===== config.mk =====
export PLATFORM = sky130hd
export DESIGN_NAME = gda_div
export DESIGN_NICKNAME = d
export VERILOG_FILES = /design/src/design/assert_macros.svh /design/src/design/gda_pkg.sv /design/src/design/gda_div.sv
export SDC_FILE = /design/constraint.sdc
export NUM_CORES = 1
export LEC_CHECK = 0
export ABC_CLOCK_PERIOD_IN_PS = 3000
export BUFFER_PORTS_ARGS = -buffer_cell sky130_fd_sc_hd__buf_4
export CAP_MARGIN = 20
export CELL_PAD_IN_SITES_DETAIL_PLACEMENT = 0
export CELL_PAD_IN_SITES_GLOBAL_PLACEMENT = 2
export CORE_UTILIZATION = 32
export DETAILED_ROUTE_END_ITERATION = 8
export GPL_ROUTABILITY_DRIVEN = 0
export PLACE_DENSITY_LB_ADDON = 0.1
export SYNTH_ARGS = -nofsm -noshare
export SYNTH_HDL_FRONTEND = slang
export SYNTH_SLANG_ARGS = --single-unit

===== constraint.sdc =====
create_clock -name clk_i -period 3 [get_ports clk_i]
set_input_delay 0.6 -clock clk_i [delete_from_list [all_inputs] [get_ports clk_i]]
set_output_delay 0.6 -clock clk_i [all_outputs]
set_load 0.02 [all_outputs]

===== src/design/assert_macros.svh =====
// Assertion helpers for the RTL.
`ifndef ASSERT_MACROS_SVH
`define ASSERT_MACROS_SVH

// Check a property on every rising edge once reset has been released.
`define GDA_ASSERT(lbl, clk, rst_n, prop, msg) \
  lbl: assert property (@(posedge clk) disable iff (!rst_n) prop) else $error(msg);

// Check that a condition never holds once reset has been released.
`define GDA_ASSERT_NEVER(lbl, clk, rst_n, cond, msg) \
  `GDA_ASSERT(lbl, clk, rst_n, !(cond), msg)

`endif


===== src/design/gda_pkg.sv =====
`timescale 1ns / 1ps
`default_nettype none
package gda_pkg;

  localparam int unsigned TableDepth = 64;
  localparam int unsigned KeyBits    = 24;
  localparam int unsigned IdxW       = $clog2(TableDepth);
  localparam int unsigned UsedW      = $clog2(TableDepth + 1);
  localparam int unsigned QDepth     = 2;
  localparam int unsigned QPtrW      = $clog2(QDepth);
  localparam int unsigned QCntW      = $clog2(QDepth + 1);

  localparam int unsigned CmdW   = 2;
  localparam int unsigned KeyW   = 24;
  localparam int unsigned CntW   = 32;
  localparam int unsigned TotW   = 48;
  localparam int unsigned DurW   = 40;
  localparam int unsigned EvW    = 24;
  localparam int unsigned ShareW = 16;
  localparam int unsigned DivW   = 62;
  localparam int unsigned DivCntW = $clog2(DivW);

  localparam logic [KeyW-1:0] KeyMask = KeyW'((64'd1 << KeyBits) - 64'd1);

  localparam logic [CmdW-1:0] CMD_CLEAR = 2'd0;
  localparam logic [CmdW-1:0] CMD_ADD   = 2'd1;
  localparam logic [CmdW-1:0] CMD_READ  = 2'd2;

  localparam logic REG_PARENT = 1'b0;

  typedef enum logic [1:0] {
    OP_CLEAR,
    OP_ADD,
    OP_READ
  } op_e;

  typedef enum logic [3:0] {
    S_IDLE,
    S_SCAN_RD,
    S_SCAN_CMP,
    S_RO_RD,
    S_RO_WAIT,
    S_MEAN_DIV,
    S_MULT,
    S_MULT2,
    S_SHARE_DIV,
    S_EMIT,
    S_EMPTY
  } back_state_e;

  typedef struct packed {
    op_e             op;
    logic [KeyW-1:0] key;
    logic [DurW-1:0] dur;
    logic [EvW-1:0]  ev;
  } item_t;

  typedef struct packed {
    logic [KeyW-1:0] key;
    logic [CntW-1:0] cnt;
    logic [TotW-1:0] total;
    logic [DurW-1:0] minv;
    logic [DurW-1:0] maxv;
    logic [EvW-1:0]  longest;
  } entry_t;

  typedef struct packed {
    logic              group_valid;
    logic [KeyW-1:0]   group_name;
    logic [CntW-1:0]   record_count;
    logic [TotW-1:0]   total_time;
    logic [DurW-1:0]   mean_time;
    logic [DurW-1:0]   least_time;
    logic [DurW-1:0]   greatest_time;
    logic [EvW-1:0]    longest_event;
    logic [ShareW-1:0] share_hundredths;
    logic              overflow_seen;
    logic              last_of_run;
  } result_t;

  typedef struct packed {
    logic            start;
    logic [DivW-1:0] dividend;
    logic [DurW-1:0] divisor;
  } div_req_t;

  typedef struct packed {
    logic            busy;
    logic            done;
    logic [DivW-1:0] quotient;
  } div_rsp_t;

endpackage
`default_nettype wire


===== src/design/gda_div.sv =====
`timescale 1ns / 1ps
`default_nettype none
module gda_div import gda_pkg::*; (
  input  wire logic clk_i,
  input  wire logic rst_ni,
  input  div_req_t  req_i,
  output div_rsp_t  rsp_o
);

  logic [DivW-1:0]    quo_q;
  logic [DurW-1:0]    rem_q, dsr_q;
  logic [DivCntW-1:0] cnt_q;
  logic               busy_q, done_q;
  logic [DurW:0]      trial, diff;
  logic               ge;

  // restoring division, one quotient bit a cycle
  assign trial = {rem_q, quo_q[DivW-1]};
  assign diff  = trial - {1'b0, dsr_q};
  assign ge    = (trial >= {1'b0, dsr_q});

  always_ff @(posedge clk_i or negedge rst_ni) begin
    if (!rst_ni) begin
      busy_q <= 1'b0;
      done_q <= 1'b0;
      cnt_q  <= '0;
    end else begin
      done_q <= 1'b0;
      if (req_i.start) begin
        busy_q <= 1'b1;
        cnt_q  <= '0;
      end else if (busy_q) begin
        cnt_q <= cnt_q + 1'b1;
        if (cnt_q == DivCntW'(DivW - 1)) begin
          busy_q <= 1'b0;
          done_q <= 1'b1;
        end
      end
    end
  end

  always_ff @(posedge clk_i) begin
    if (req_i.start) begin
      quo_q <= req_i.dividend;
      rem_q <= '0;
      dsr_q <= req_i.divisor;
    end else if (busy_q) begin
      quo_q <= {quo_q[DivW-2:0], ge};
      rem_q <= ge ? diff[DurW-1:0] : trial[DurW-1:0];
    end
  end

  assign rsp_o = '{busy: busy_q, done: done_q, quotient: quo_q};

endmodule
`default_nettype wire


* Yosys cells after proc, flatten, opt, wreduce, memory -nomap -nowiden
Index checks and enable logic that the tools add are counted.
W data, S select, Z words.
** Storage, ports and cells
- RAM bits :: 0
- Bits in latches :: 0
- Memories kept :: 0
- ROM bits :: 0
- Flip-flop bits (word level) :: 150
- Output and inout bits :: 64
** Cells by class
- Add/sub/neg operators :: 2
- Multipliers :: 0
- Divide/modulo/power cells :: 0
- Eq/ne operators :: 1
- Reduce and logical (&&, ||, !) cells :: 1
- Bitwise gates (word level) :: 0
- Muxes and demuxes :: 11
- Shift operators :: 0
- $lt $le $gt $ge :: 1
** Operator list (number)
- $mux W62 :: 2
- $ge A41 B40 Y1 :: 1
- $mux W40 :: 1
- $sub A40 B40 Y40 :: 1
- $mux W6 :: 2
- $add A6 B1 Y6 const B :: 1
- $eq A6 B6 Y1 const B :: 1
- $mux W1 :: 6
- $reduce_bool A2 Y1 :: 1

* Longest topological paths before layout
- Word-level depth :: 4
- Mapped depth :: 14
- Depth with buffers taken out :: 12

* Worst setup path before layout
OpenSTA, ideal clock, no wires.
- Path kind :: register -> register
- Start :: register quo_q[61]
- End :: register rem_q[32]
- Data required time :: 2.912 ns
- Library setup time :: 0.088 ns
- Buffers on the path :: 0
- Cell stages (with the launch flop) :: 13
- Data arrival time :: 3.074 ns
- Slack :: -0.162 ns
- Cell sequence :: edfxtp_1 > inv_1 > ha_1 > fa_1 > and2b_1 > o2111ai_1 > a211oi_2 > o21ai_2 > a41o_1 > and2_4 > and3_1 > or4_4 > a311oi_2
** Between the ends
- Longest elaborated chain between the ends :: 2
- Elaborated cells between the ends (all ways) :: 3
- Those cells by class :: 1 x add/sub; 1 x order compare; 1 x mux
** Ends and longest elaborated chain
- start: declaration :: RTL line gda_div.sv:10 : logic [DivW-1:0] quo_q;
- start signal: assignment :: RTL line gda_div.sv:44 : quo_q <= req_i.dividend;
- start signal: assignment :: RTL line gda_div.sv:48 : quo_q <= {quo_q[DivW-2:0], ge};
- $sub A40 B40 Y40 or $ge A41 B40 Y1 (tied branches) :: RTL line gda_div.sv:19, gda_div.sv:20
- $mux W40 * :: RTL line gda_div.sv:49 : rem_q <= ge ? diff[DurW-1:0] : trial[DurW-1:0];
- end signal: assignment :: RTL line gda_div.sv:49
- end: declaration :: RTL line gda_div.sv:11 : logic [DurW-1:0] rem_q, dsr_q;
Mark *: on every way between the ends. The rest lies on a longest branch, timed or not.
A chain may end at the register's enable or synchronous reset.

* Worst setup path after layout
- Start :: register dsr_q[0]
- End :: register rem_q[32]
** Between the ends
- Longest elaborated chain between the ends :: 2
- Elaborated cells between the ends (all ways) :: 3
- Those cells by class :: 1 x add/sub; 1 x order compare; 1 x mux
** Ends and longest elaborated chain
- start: declaration :: RTL line gda_div.sv:11
- start signal: assignment :: RTL line gda_div.sv:46 : dsr_q <= req_i.divisor;
- $sub A40 B40 Y40 or $ge A41 B40 Y1 (tied branches) :: RTL line gda_div.sv:19, gda_div.sv:20
- $mux W40 * :: RTL line gda_div.sv:49
Marked as above.

==> out/results.tsv <==
stage	metric	value	unit
route	Iteration-0 DRC Markers	321	
worst_setup_path	critical path type	flop to flop	
synth	Cells after Synth	809	
die	Die X	166	um
synth	FF+latch count, synth	150	
global_route	largest net degree at the start of global routing	59	
synth	top_reg_cell synth	edfxtp_1	
synth	Synth area leader	edfxtp_1	
synth	post-synth cell types	75	
synth	syn avg cell area	10.6	sq um
pwr	Max rail drop VDD	0.316	mV
worst_setup_path	Worst setup EP type	flop	
sta	Slew Viols, Final	0	
worst_setup_path	Critical Path Start	dsr_q[0]	
finish	share of layout cells above drive strength 1	38.5	%
pwr	switching share of total power	27.2	%
route	via count	6785	
clock_tree	CTS buffer count	17	
pwr	Reg power frac	43.9	%
die	Core Rows	59	
route	Via-to-Cell Ratio	4.99	
synth	Async S/R FF share, synth	5.33	%
global_route	global-route wire length before repair	39.1	mm
worst_setup_path	Worst Path Max Fanout	3	
sta	Least-Margin Pin Slew	700	ps
synth	register area share after synthesis	47.2	%
worst_setup_path	reg-to-reg endpoint	rem_q[32]	
sta	skew final	16.5	ps
die	core area	0.0262	sq mm
pwr	power consumption	5.57	mW
route	routed len/inst	18.1	um
sta	Max Freq	327	MHz
sta	Final Hold Violating Endpoints	0	
clock_tree	worst-skew pair later-pin latency	430	ps
placed_design	I/O Buffers	168	
sta	Hold WS	345	ps
clock_tree	CTS H-tree depth	4	
die	initial core utilization	32.8	%
global_route	total gr overflow	0	
worst_setup_path	crit path capture	rem_q[32]	
clock_tree	Max clock buf depth	2	
route	Routed WL	24.6	mm
worst_setup_path	CP Launch Type	flop	
pwr	Logic pwr share	15.1	%
synth	Syn. warnings	0	
synth	Yosys top cell area share	35.6	%
worst_setup_path	flop2flop setup slack	-60	ps
clock_tree	clock root buffer	clkbuf_16	
worst_setup_path	Reg2Reg Launch Point	dsr_q[0]	
sta	fin crit period	3060	ps
run_status	status	complete, but fails checks	
global_route	via count of the first global-routing pass	7063	
finish	Layout Nets	1160	
synth	EDFF count, synth	102	
pwr	Clk network pwr share	41.1	%
worst_setup_path	CP required	3340	ps
pwr	P_leak	4.78	nW
clock_tree	clk sinks	150	
min_path	worst hold path class	primary input to flop	
placed_design	DPL Wire Length	18.0	mm
job	Max Cap Viol	0	
sta	final worst slack	-60.8	ps
die	I/O pin cnt	169	
die	die area	0.0276	sq mm
global_route	initial antenna violation count	0	
synth	Mapped Nets	957	
global_route	Global Route Usage Sum	18.1	%
route	Final ANT Viol Nets	0	
synth	top post-synthesis cells by area	edfxtp_1 (36%), dfxtp_1 (9.3%), mux2_2 (8.2%), ha_1 (6.1%), nand2_1 (3.6%)	
worst_setup_path	r2r worst-path depth	11	
finish	Syn-to-layout area delta	32.3	%
clock_tree	TritonCTS clock tree	built	
pwr	Net Sw Power	1.51	mW
pwr	power density over the cells	489	mW/mm^2
route	first-pass detailed-route iteration total	6	
route	drt drc	4	
die	DIE HEIGHT	166	um
finish	antenna cells	0	
sta	Final setup viols	2	
pwr	Int Power	4.05	mW
sta	final worst path period share	102	%
clock_tree	clock transition at the registers of the reported paths	80	ps
sta	Rel. slew slack	53.4	%
synth	mapped cell area	0.00861	sq mm
sta	RSZ-0062 raised after global routing	true	
run_status	violated checks	DRC, setup timing	
worst_setup_path	CP arrival	3400	ps
==> flip-flops by register name (all words and copies together) (netlist names) <==
signal	count
quo_q	62
dsr_q	40
rem_q	40
cnt_q	6
busy_q	1
done_q	1
==> critical path, cell delays in order, from the launching register on <==
cell and delay [ps]:
edfxtp_1 390, ha_2 210, fa_2 350, and2b_1 230, o2111ai_2 130, a211oi_2 300, o21ai_2 120, a41o_1 250
and2_4 150, and3_4 130, or4_4 470, a311oi_2 240
==> metal layers <==
metal  wire length (um)  vias to the layer above  GRT usage, %
li1                   -                     3382             -
met1              11500                     3203          23.6
met2              11000                      189          28.5
met3               1870                       11          6.24
met4                189                        0          4.51
met5                  0                        -             0
==> layout make-up <==
class | instances | area [sq um]
flip-flops and latches | 150 | 4070
well taps | 335 | 419
fillers | 2584 | 14800
inverters | 51 | 191
clock inverters | 14 | 184
multi-input cells | 566 | 4350
clock buffers | 17 | 425
repair buffers | 226 | 1750
==> kinds of logic (layout without fill, tap and decap cells) <==
logic type	Yosys count	after routing	share of synthesized area [%]
AND/OR/NAND/NOR	236	236	13.0
AO/OA/AOI/OAI	185	185	16.5
flip-flops	150	150	47.2
buffers and inverters	93	308	4.62
multiplexers	67	67	8.72
adder cells (fa/ha/maj)	43	43	6.34
XOR/XNOR	35	35	3.56
==> placed cells by master (no fill, tap or decap), drive strengths merged, types with 7 or more instances in the layout <==
master    n
buf     225
edfxtp  102
mux2     64
inv      60
nand4    13
clkbuf   17
o21ai    28
nor2     67
a211oi    7
nor3     11
o21a     10
a21oi    49
dfxtp    40
a31oi     8
xor2     10
nand2    84
xnor2    25
dfrtp     8
nand3    16
ha       42
a311oi   32
a21o     15
and3      8
==> worst min path at each step <==
| stage | from | end | slack (ps) | cells after the start |
|---|---|---|---|---|
| after floorplan | rst_ni | busy_q | 300 | 0 |
| after global placement | rst_ni | done_q | 430 | 1 |
| after detailed placement | rst_ni | cnt_q[3] | 430 | 1 |
| after CTS | req_i[2] | dsr_q[2] | 320 | 1 |
| after global routing | req_i[8] | dsr_q[8] | 320 | 1 |
| final | req_i[1] | dsr_q[1] | 340 | 1 |
==> cell usage after synthesis, types with 6 or more instances <==
master,instances
edfxtp_1,102
nand2_1,83
nor2_1,66
mux2_2,63
inv_1,51
a21oi_1,49
ha_1,42
dfxtp_1,40
clkbuf_1,26
xnor2_1,25
o21ai_0,23
a311oi_2,19
nand3_1,16
a21o_1,15
a311oi_1,13
nand4_1,13
nor3_1,11
o21a_1,10
xor2_1,10
buf_2,9
a31oi_1,8
and3_1,8
dfrtp_1,8
a211oi_1,6
==> per-stage QoR <==
step	cells	setup slack, ps	cell area (sq um)	utilization [%]	setup TNS, ps
global route	1359	-210	11400	43.4	-1170
global placement	1324	-79.5	10500	40.2	-79.5
detailed placement	1324	-59.9	10500	40.2	-167
floorplan	809	-10.6	8620	-	-10.6
finish	1359	-60.8	11400	43.4	-112
CTS	1356	-93.1	11200	42.7	-140
==> what timing repair did <==
| action | CTS | global route |
|---|---|---|
| hold buffers | 1 | 0 |
| setup buffers | 0 | 3 |
| pin swaps | 0 | 16 |
| endpoints found under the setup margin | 7 | 38 |
| resized for setup | 4 | 40 |
| hold endpoints to repair | 8 | 0 |
==> power by group through the flow <==
stage          clock network, mW  registers [mW]  logic (mW)
2_1_floorplan                  0            2.58       0.333
6_report                    2.28            2.44       0.840
3_3_place_gp                   0            2.48       0.830
3_5_place_dp                   0            2.48       0.826
4_1_cts                     2.35            2.44       0.831
5_1_grt                     2.44            2.46       0.912
Power figures use the tool's default switching activity.
