## src/design/assert_macros.svh

```systemverilog
// Assertion helpers for the RTL.
`ifndef ASSERT_MACROS_SVH
`define ASSERT_MACROS_SVH

// Check a property on every rising edge once reset has been released.
`define GDA_ASSERT(lbl, clk, rst_n, prop, msg) \
  lbl: assert property (@(posedge clk) disable iff (!rst_n) prop) else $error(msg);

// Check that a condition never holds once reset has been released.
`define GDA_ASSERT_NEVER(lbl, clk, rst_n, cond, msg) \
  `GDA_ASSERT(lbl, clk, rst_n, !(cond), msg)

`endif

```

## src/design/gda_pkg.sv

```systemverilog
`timescale 1ns / 1ps
`default_nettype none
package gda_pkg;

  localparam int unsigned TableDepth = 64;
  localparam int unsigned KeyBits    = 24;
  localparam int unsigned IdxW       = $clog2(TableDepth);
  localparam int unsigned UsedW      = $clog2(TableDepth + 1);
  localparam int unsigned QDepth     = 2;
  localparam int unsigned QPtrW      = $clog2(QDepth);
  localparam int unsigned QCntW      = $clog2(QDepth + 1);

  localparam int unsigned CmdW   = 2;
  localparam int unsigned KeyW   = 24;
  localparam int unsigned CntW   = 32;
  localparam int unsigned TotW   = 48;
  localparam int unsigned DurW   = 40;
  localparam int unsigned EvW    = 24;
  localparam int unsigned ShareW = 16;
  localparam int unsigned DivW   = 62;
  localparam int unsigned DivCntW = $clog2(DivW);

  localparam logic [KeyW-1:0] KeyMask = KeyW'((64'd1 << KeyBits) - 64'd1);

  localparam logic [CmdW-1:0] CMD_CLEAR = 2'd0;
  localparam logic [CmdW-1:0] CMD_ADD   = 2'd1;
  localparam logic [CmdW-1:0] CMD_READ  = 2'd2;

  localparam logic REG_PARENT = 1'b0;

  typedef enum logic [1:0] {
    OP_CLEAR,
    OP_ADD,
    OP_READ
  } op_e;

  typedef enum logic [3:0] {
    S_IDLE,
    S_SCAN_RD,
    S_SCAN_CMP,
    S_RO_RD,
    S_RO_WAIT,
    S_MEAN_DIV,
    S_MULT,
    S_MULT2,
    S_SHARE_DIV,
    S_EMIT,
    S_EMPTY
  } back_state_e;

  typedef struct packed {
    op_e             op;
    logic [KeyW-1:0] key;
    logic [DurW-1:0] dur;
    logic [EvW-1:0]  ev;
  } item_t;

  typedef struct packed {
    logic [KeyW-1:0] key;
    logic [CntW-1:0] cnt;
    logic [TotW-1:0] total;
    logic [DurW-1:0] minv;
    logic [DurW-1:0] maxv;
    logic [EvW-1:0]  longest;
  } entry_t;

  typedef struct packed {
    logic              group_valid;
    logic [KeyW-1:0]   group_name;
    logic [CntW-1:0]   record_count;
    logic [TotW-1:0]   total_time;
    logic [DurW-1:0]   mean_time;
    logic [DurW-1:0]   least_time;
    logic [DurW-1:0]   greatest_time;
    logic [EvW-1:0]    longest_event;
    logic [ShareW-1:0] share_hundredths;
    logic              overflow_seen;
    logic              last_of_run;
  } result_t;

  typedef struct packed {
    logic            start;
    logic [DivW-1:0] dividend;
    logic [DurW-1:0] divisor;
  } div_req_t;

  typedef struct packed {
    logic            busy;
    logic            done;
    logic [DivW-1:0] quotient;
  } div_rsp_t;

endpackage
`default_nettype wire

```

## src/design/gda_front.sv

```systemverilog
`timescale 1ns / 1ps
`default_nettype none
module gda_front import gda_pkg::*; (
  input  wire logic            clk_i,
  input  wire logic            rst_ni,
  input  wire logic            in_valid_i,
  output logic                 in_stall_o,
  input  wire logic [CmdW-1:0] command_i,
  input  wire logic [KeyW-1:0] name_id_i,
  input  wire logic [DurW-1:0] duration_i,
  input  wire logic [EvW-1:0]  event_index_i,
  output logic                 head_valid_o,
  output item_t                head_o,
  input  wire logic            pop_i
);

  item_t             q_q [QDepth];
  logic [QPtrW-1:0]  wr_ptr_q, rd_ptr_q;
  logic [QCntW-1:0]  cnt_q;
  logic              keep;
  op_e               op;
  logic              push, pop;

  // classify the command; the unused code is taken and dropped
  always_comb begin
    keep = 1'b1;
    op   = OP_CLEAR;
    unique case (command_i)
      CMD_CLEAR: op = OP_CLEAR;
      CMD_ADD:   op = OP_ADD;
      CMD_READ:  op = OP_READ;
      default:   keep = 1'b0;
    endcase
  end

  assign in_stall_o   = (cnt_q == QCntW'(QDepth));
  assign push         = in_valid_i && !in_stall_o && keep;
  assign pop          = pop_i && (cnt_q != '0);
  assign head_valid_o = (cnt_q != '0);
  assign head_o       = q_q[rd_ptr_q];

  always_ff @(posedge clk_i or negedge rst_ni) begin
    if (!rst_ni) begin
      wr_ptr_q <= '0;
      rd_ptr_q <= '0;
      cnt_q    <= '0;
    end else begin
      if (push) wr_ptr_q <= wr_ptr_q + 1'b1;
      if (pop)  rd_ptr_q <= rd_ptr_q + 1'b1;
      if (push && !pop)      cnt_q <= cnt_q + 1'b1;
      else if (pop && !push) cnt_q <= cnt_q - 1'b1;
    end
  end

  always_ff @(posedge clk_i) begin
    if (push) begin
      q_q[wr_ptr_q] <= '{op: op, key: name_id_i & KeyMask, dur: duration_i, ev: event_index_i};
    end
  end

endmodule
`default_nettype wire

```

## config.mk

```make
export PLATFORM = sky130hd
export DESIGN_NAME = gda_front
export DESIGN_NICKNAME = d
export VERILOG_FILES = /design/src/design/assert_macros.svh /design/src/design/gda_pkg.sv /design/src/design/gda_front.sv
export SDC_FILE = /design/constraint.sdc
export NUM_CORES = 1
export LEC_CHECK = 0
export BUFFER_PORTS_ARGS = -buffer_cell sky130_fd_sc_hd__buf_2
export CORE_MARGIN = 3
export CORE_UTILIZATION = 47
export DETAILED_ROUTE_END_ITERATION = 8
export PLACE_DENSITY = 0.75
export SLEW_MARGIN = 5
export SYNTH_ARGS = -nofsm -noshare
export SYNTH_HDL_FRONTEND = slang
export SYNTH_SLANG_ARGS = --single-unit
```

## constraint.sdc

```tcl
create_clock -name clk_i -period 5.3 [get_ports clk_i]
set_clock_uncertainty 0.1 [all_clocks]
set_input_delay 1.325 -clock clk_i [delete_from_list [all_inputs] [get_ports clk_i]]
set_output_delay 1.325 -clock clk_i [all_outputs]
set_load 0.05 [all_outputs]
```

# After elaboration in Yosys (flattened, before gate mapping)

Memory sizes are Yosys's and may differ from the RTL's.
Index checks and enable logic that the tools add are counted.

Mux-type cells: 6
Reduce and logical (&&, ||, !) cells: 12
Equal/unequal tests: 3
Add/subtract/negate cells: 4

Operator list:

| cell                                                | count |
|---|---|
| logical AND 1 bit                                   | 5 |
| equality test 2 bit, second input constant          | 2 |
| 2-to-1 mux 2 bit                                    | 2 |
| case mux 2 bit (2 select lines)                     | 1 |
| nonzero test 2 bit                                  | 2 |
| zero test 1 bit                                     | 3 |
| 2-to-1 mux 1 bit                                    | 3 |
| OR reduction 3 bit                                  | 1 |
| adder 1 bit, second input constant                  | 2 |
| adder 2 x 1 -> 2 bit, second input constant         | 1 |
| equality test 2 x 1 -> 1 bit, second input constant | 1 |
| zero test 2 bit                                     | 1 |
| subtractor 2 x 1 -> 2 bit, second input constant    | 1 |

Output and inout bits: 92
RAM bits: 180
Bits of input ports: 94
Memories kept: 1
Flip-flop bits (word level): 4
Logic and storage cells: 29

Memories:

| memory | depth | bits a word | rd ports | clocked after memory_dff | wr ports | line            | source |
|---|---|---|---|---|---|---|---|
| q_q    | 2     | 90          | 1        | 0                        | 1        | gda_front.sv:17 | `item_t q_q [QDepth];` |

# Logic depth before layout (Yosys ltp)

Gate-level depths: netlist (run 1).

Depth after elaboration: 8
Mapped depth: 7
Gate-level depth less buffers: 7

# Least setup slack after synthesis (run 1)

Ideal clock, no wire load.

Kind: input to register
Start point: in command_i[1]
End point: mem q_q[0][0] (netlist name) (enable)
Setup time: 0.540 ns
Stages on the path: 3
Arrival: 5.289 ns
Slack: -0.628 ns
Path buffers: 0
Required time: 4.660 ns
Cells stage by stage: nand2_1 > nand3b_1 > nor2_1

Longest elaborated chain between the ends: 6
Elaborated cells on any way between the ends: 8
Those cells by class: 2 x eq/ne; 3 x mux; 3 x reduce/logical

Ends and longest elaborated chain:

| item                                        | line            | source |
|---|---|---|
| start: declaration                          | gda_front.sv:8  | `input wire logic [CmdW-1:0] command_i,` |
| equality test 2 bit (tied with other cells) | gda_front.sv:28 | `unique case (command_i)` |
| OR reduction 3 bit (no source line) (*)     | n/a             |  |
| 2-to-1 mux 1 bit (*)                        | gda_front.sv:28 |  |
| logical AND 1 bit (*)                       | gda_front.sv:37 | `assign push = in_valid_i && !in_stall_o && keep;` |
| 2-to-1 mux 1 bit (*)                        | gda_front.sv:56 | `if (push) begin` |
| 2-to-1 mux 1 bit (implied by the code) (*)  | gda_front.sv:57 | `q_q[wr_ptr_q] <= '{op: op, key: name_id_i & KeyMask, dur: duration_i, ev: event_index_i};` |
| end: declaration                            | gda_front.sv:17 |  |

Every way passes the cells marked *; elsewhere a longest branch is shown, timed or not.

==> flow_summary.json, run 1 <==
{
  "drive_above_1_share_pct": 61.0,
  "ant_nets": 0,
  "cp-end-kind": "output port",
  "min_path_type": "register to register",
  "num-nets-final": 598,
  "vias": 3403,
  "grt_pass1_wl_um": 18900,
  "synth.cell_area_mm2": 0.00716,
  "postSynthCellCount": 302,
  "clk_latency_ns": 0.41,
  "cts_tree": "done",
  "startpoint_type": "register",
  "peakVddDrop_v": 0.000374,
  "maxCapViolCount": 0,
  "h-tree-depth": 4,
  "gr-usage-all-layers_pct": 15.1,
  "period_share_pct": 72.7,
  "rsz0062_at_grt": "false",
  "yosysUniqueCellTypes": 16,
  "dpl.hpwl_um": 8570,
  "required_ns": 3.88,
  "die_h_um": 129,
  "whs_ns": 0.386,
  "diodes": 0,
  "finalHoldViolations": 0,
  "power_density_mw_per_mm2": 635,
  "grt_overflow_total": 0,
  "clock_path_buffers": 2,
  "synth_area_per_cell_um2": 23.7,
  "grt_start_max_net_pins": 47,
  "dieArea_mm2": 0.0168,
  "antenna_found_initial": 1,
  "drtIter0Drc": 194,
  "synthToLayoutAreaGrowth_pct": 23.0,
  "numClockSinks": 184,
  "setup_violations": 0,
  "cts_resized": 0,
  "dr.pass1.iters": 4,
  "pre_cts_slack_ns": 1.88,
  "layout_min_cycle_time_ns": 3.85,
  "worst_ep_arrival_time_ns": 2.43,
  "synth_seq_cells": 184,
  "ios": 186,
  "clkTransAtPathRegs_ns": 0.07,
  "cts_buffers": 17,
  "wl_per_cell_um": 18.0,
  "die_width_um": 129,
  "max_slew.worst_pin.slew_ns": 0.757,
  "place.gp.congestion": 0.720,
  "seq_area_frac_synth_pct": 76.9,
  "rows": 44,
  "fmaxAchievable_ghz": 0.259,
  "cts-root-buf": "clkbuf_16",
  "outcome": "completed",
  "cts_hold_buf": 0,
  "setup_ws_ns": 1.45,
  "start_util_pct": 48.7,
  "power_leakage_nw": 3.55,
  "post_cts_buffers": 0,
  "io_buffer_count": 185,
  "cp_max_fo": 40,
  "synth_warnings": 0,
  "path_class": "register to output port",
  "drcViolationCount": 0,
  "coreArea_mm2": 0.0147,
  "slew_viol_final": 0,
  "slew_headroom_pct": 49.5,
  "drt_wl_total_um": 12600,
  "grt_pass1_vias": 3622,
  "syn_nets": 397,
  "vias_per_cell": 4.87
}
[stage by stage]
step	power (W)	instances	util, %	TNS, ns	cell area [µm²]
6_report	0.00559	699	60.0	0	8810
5_1_grt	0.00582	699	60.0	0	8810
4_1_cts	0.00565	699	60.0	0	8810
3_5_place_dp	0.00438	668	55.9	0	8210
3_3_place_gp	0.00435	668	55.9	0	8210
2_1_floorplan	0.00409	302	-	-113.12	7160
[critical path, stage by stage, from the launching register on]
cell	delay, ns
dfrtp_4	0.70
buf_4	0.68
mux2_4	0.37
buf_2	0.21
[final timing paths]
kind                       startpoint    endpoint  slack (ns)  cells past startpoint
max                          rd_ptr_q  head_o[73]        1.45                      3
min                          cnt_q[1]    cnt_q[1]        0.39                      1
max in group asynchronous      rst_ni    rd_ptr_q        4.36                      1
max reg2reg                  cnt_q[1]  q_q[0][40]        2.82                      4
min in group asynchronous      rst_ni    cnt_q[1]        0.60                      1
min reg2reg                  cnt_q[1]    cnt_q[1]        0.39                      1
[synthesized netlist by cell type, drive strengths merged]
cell type,number,area [µm²]
nor2b,3,21.3
xor2,2,17.5
or2,1,6.26
ha,1,12.5
edfxtp,180,5410
dfrtp,4,100
inv,2,7.51
nand3b,1,7.51
nor2,3,11.3
buf,10,191
mux2,90,1350
xnor2,3,26.3
nand2,2,7.51
[registers in the layout, indices dropped and copies added, names as in the netlist]
signal and cells:
q_q 180, cnt_q 2, wr_ptr_q 1, rd_ptr_q 1
[layout by cell type, fill, tap and decap left out]
cell	synthesis	final
clkbuf_16	0	17
xnor2_1	3	3
edfxtp_1	180	180
inv_6	0	2
nor2_1	3	1
clkinv_4	0	3
xor2_1	2	2
nor2b_1	2	2
clkbuf_1	0	1
buf_4	0	6
buf_2	0	185
bufinv_16	0	3
clkinv_8	0	1
nand3b_1	1	1
buf_12	9	1
dfrtp_1	4	3
mux2_4	89	89
nand2_1	2	2
ha_1	1	1
nor2_4	0	2
inv_1	2	2
or2_1	1	1
nor2b_2	1	1
dfrtp_4	0	1
mux2_2	1	1
clkinvlp_4	0	2
clkinv_1	0	2
[report_power, final]
part	switching [W]	internal, W	leakage (nW)
Sequential	0.000117	0.00191	1.70
Clock	0.000520	0.000745	0.285
Combinational	0.00155	0.000750	1.56
[final cells by class]
class                   instances  area, µm²
fillers                      1093       5890
flip-flops and latches        184       5510
multi-input cells             106       1470
repair buffers                192        991
clock buffers                  18        429
well taps                     184        230
clock inverters                13        173
inverters                       2       7.51
[cell families after synthesis]
group	count (synthesis)	share of synthesized area (%)
simple gates	10	0.751
fa+ha+maj	1	0.175
buf+inv	12	2.78
xor+xnor	5	0.612
mux	90	18.8
flops	184	76.9
[metal layers]
metal / part of all wire (%) / vias to the layer above / track usage [%]
met3: 7.7 / 22 / 5.61
met4: 2.2 / 2 / 6.11
met5: 0.10 / - / 0
li1: - / 1594 / -
met2: 50 / 124 / 24.7
met1: 40 / 1661 / 18.3
(Power assumes the default switching activity.)
==> run 2, diff against run 1 <==
--- a/config.mk
+++ b/config.mk
@@ -7,9 +7,9 @@
 export LEC_CHECK = 0
 export BUFFER_PORTS_ARGS = -buffer_cell sky130_fd_sc_hd__buf_2
 export CORE_MARGIN = 3
-export CORE_UTILIZATION = 47
+export CORE_UTILIZATION = 50
 export DETAILED_ROUTE_END_ITERATION = 8
-export PLACE_DENSITY = 0.75
+export PLACE_DENSITY = 0.76
 export SLEW_MARGIN = 5
 export SYNTH_ARGS = -nofsm -noshare
 export SYNTH_HDL_FRONTEND = slang
==> constraint.sdc (replaced) <==
create_clock -name clk_i -period 3.7 [get_ports clk_i]
set_clock_uncertainty 0.1 [all_clocks]
set_input_delay 0.925 -clock clk_i [delete_from_list [all_inputs] [get_ports clk_i]]
set_output_delay 0.925 -clock clk_i [all_outputs]
set_load 0.05 [all_outputs]
==> run 2 against run 1 <==
  * Final cell count fell by 0.43%
  * Non-clock buffer count rose by 1
  * Die area fell by 5.7%
  * Critical path type unchanged
==> flow_summary.json, run 2 (synthesized netlist as in run 1, its figures left out) <==
{
  "power_leakage_nw": 3.52,
  "num-nets-final": 599,
  "drtIter0Drc": 228,
  "cts-root-buf": "clkbuf_16",
  "maxCapViolCount": 0,
  "vias": 3401,
  "h-tree-depth": 4,
  "crit_family": "flip-flops",
  "startpoint_type": "register",
  "worst_ep_arrival_time_ns": 2.17,
  "dpl.hpwl_um": 8280,
  "cts_tree": "done",
  "cp-end-kind": "output port",
  "reg2reg_slack_ns": 1.71,
  "max_slew.worst_pin.slew_ns": 0.655,
  "grt_overflow_total": 0,
  "setup_violations": 0,
  "slew_viol_final": 0,
  "min_path_type": "input port to async pin",
  "r2r-start": "cnt_q[1]",
  "gr-usage-all-layers_pct": 15.7,
  "slowest_stage": "dfrtp_4",
  "peakVddDrop_v": 0.000566,
  "cp-startpoint": "rd_ptr_q",
  "grt_util_met1_pct": 19.6,
  "drt_wl_total_um": 12100,
  "antenna_found_initial": 1,
  "grt_use_met2_pct": 25.2,
  "grt_pass1_wl_um": 18900,
  "drive_above_1_share_pct": 61.0,
  "largest_reg_flops": 180,
  "post_cts_buffers": 0,
  "whs_ns": 0.210,
  "slew_headroom_pct": 56.3,
  "design_area_mm2": 0.00874,
  "rsz0062_at_grt": "false",
  "die_width_um": 126,
  "clkTransAtPathRegs_ns": 0.06,
  "mostFrequentLayoutCell": "buf_2",
  "path_class": "register to output port",
  "cp_max_fo": 32,
  "start_util_pct": 51.4,
  "cts_buffers": 17,
  "dieArea_mm2": 0.0158,
  "slowest_delay_ns": 0.86,
  "clk_latency_ns": 0.41,
  "power_w": 0.00777,
  "numClockSinks": 184,
  "finalHoldViolations": 0,
  "drcViolationCount": 0,
  "reg_top3": "q_q (180), cnt_q (2)",
  "period_share_pct": 86.4,
  "worst-path-buf-inv": 2,
  "layout_common_cells": "185 x buf_2, 180 x edfxtp_1, 89 x mux2_4",
  "power_density_mw_per_mm2": 889,
  "fmaxAchievable_ghz": 0.313,
  "cp_num_cells": 3,
  "place.gp.congestion": 0.710,
  "required_ns": 2.67,
  "rows": 43,
  "ant_nets": 0,
  "layout_min_cycle_time_ns": 3.19,
  "die_h_um": 126,
  "postPlaceCellArea_mm2": 0.00823,
  "coreArea_mm2": 0.0139,
  "dr.pass1.iters": 4,
  "cts_resized": 0,
  "ios": 186,
  "grt_start_max_net_pins": 35,
  "wl_per_cell_um": 17.3,
  "grt_pass1_vias": 3660,
  "reg2reg_to": "q_q[0][33]",
  "synthToLayoutAreaGrowth_pct": 22.0,
  "outcome": "completed",
  "diodes": 0,
  "io_buffer_count": 185,
  "vias_per_cell": 4.89,
  "grt_most_used_layer": "met2",
  "utilization_pct": 62.7,
  "top_register": "q_q",
  "cts_hold_buf": 0,
  "r2r_cells": 4,
  "grt_use_met3_pct": 5.81,
  "clock_path_buffers": 2,
  "path_cells": "buf_12 -> mux2_4 -> buf_2",
  "endpoint": "head_o[57]"
}
==> run 2: cell count changes in the layout (fill, tap and decap cells not counted), sizes merged <==
cell      delta
bufinv       -3
clkinvlp     +3
buf          +1
==> run 2: through the flow <==
| stage | instances | worst slack (ns) | setup TNS (ns) |
|---|---|---|---|
| after floorplan | 302 | -0.340 | -61.26 |
| after global placement | 665 | 0.930 | 0 |
| after detailed placement | 665 | 0.916 | 0 |
| after CTS | 696 | 0.451 | 0 |
| after global routing | 696 | 0.400 | 0 |
| final | 696 | 0.505 | 0 |
==> run 2: where the power goes <==
| group | leakage [nW] | total, W | internal (W) | switching (W) |
|---|---|---|---|---|
| combinational | 1.57 | 0.00328 | 0.00109 | 0.00219 |
| clock | 0.239 | 0.00156 | 0.000848 | 0.000708 |
| sequential | 1.70 | 0.00294 | 0.00273 | 0.000204 |
==> run 2: worst min-delay path by stage <==
stage,startpoint,to,slack (ns)
after floorplan,cnt_q[1],cnt_q[1],0.35
after global placement,cnt_q[1],cnt_q[1],0.36
after detailed placement,cnt_q[1],cnt_q[1],0.38
after CTS,rst_ni,rd_ptr_q,0.19
after global routing,rst_ni,wr_ptr_q,0.19
final,rst_ni,rd_ptr_q,0.21
==> run 2: layer usage <==
metal / share of wire [%] / up-vias
met2: 50 / 132
met4: 1.7 / 2
met3: 7.8 / 18
met5: 0.11 / -
li1: - / 1594
met1: 41 / 1655
==> run 2: final cells by class <==
class	instances	area, µm²
multi-input cells	106	1470
clock buffers	18	429
inverters	2	7.51
repair buffers	193	1010
well taps	180	225
flip-flops and latches	184	5510
fillers	1014	5200
clock inverters	13	82.6
==> run 2: worst reg2reg max path: stages (launching register included) <==
cell and delay (ns):
dfrtp_1 0.40, nor2b_2 0.16, nand3b_1 0.33, nor2_4 0.19, buf_4 0.43
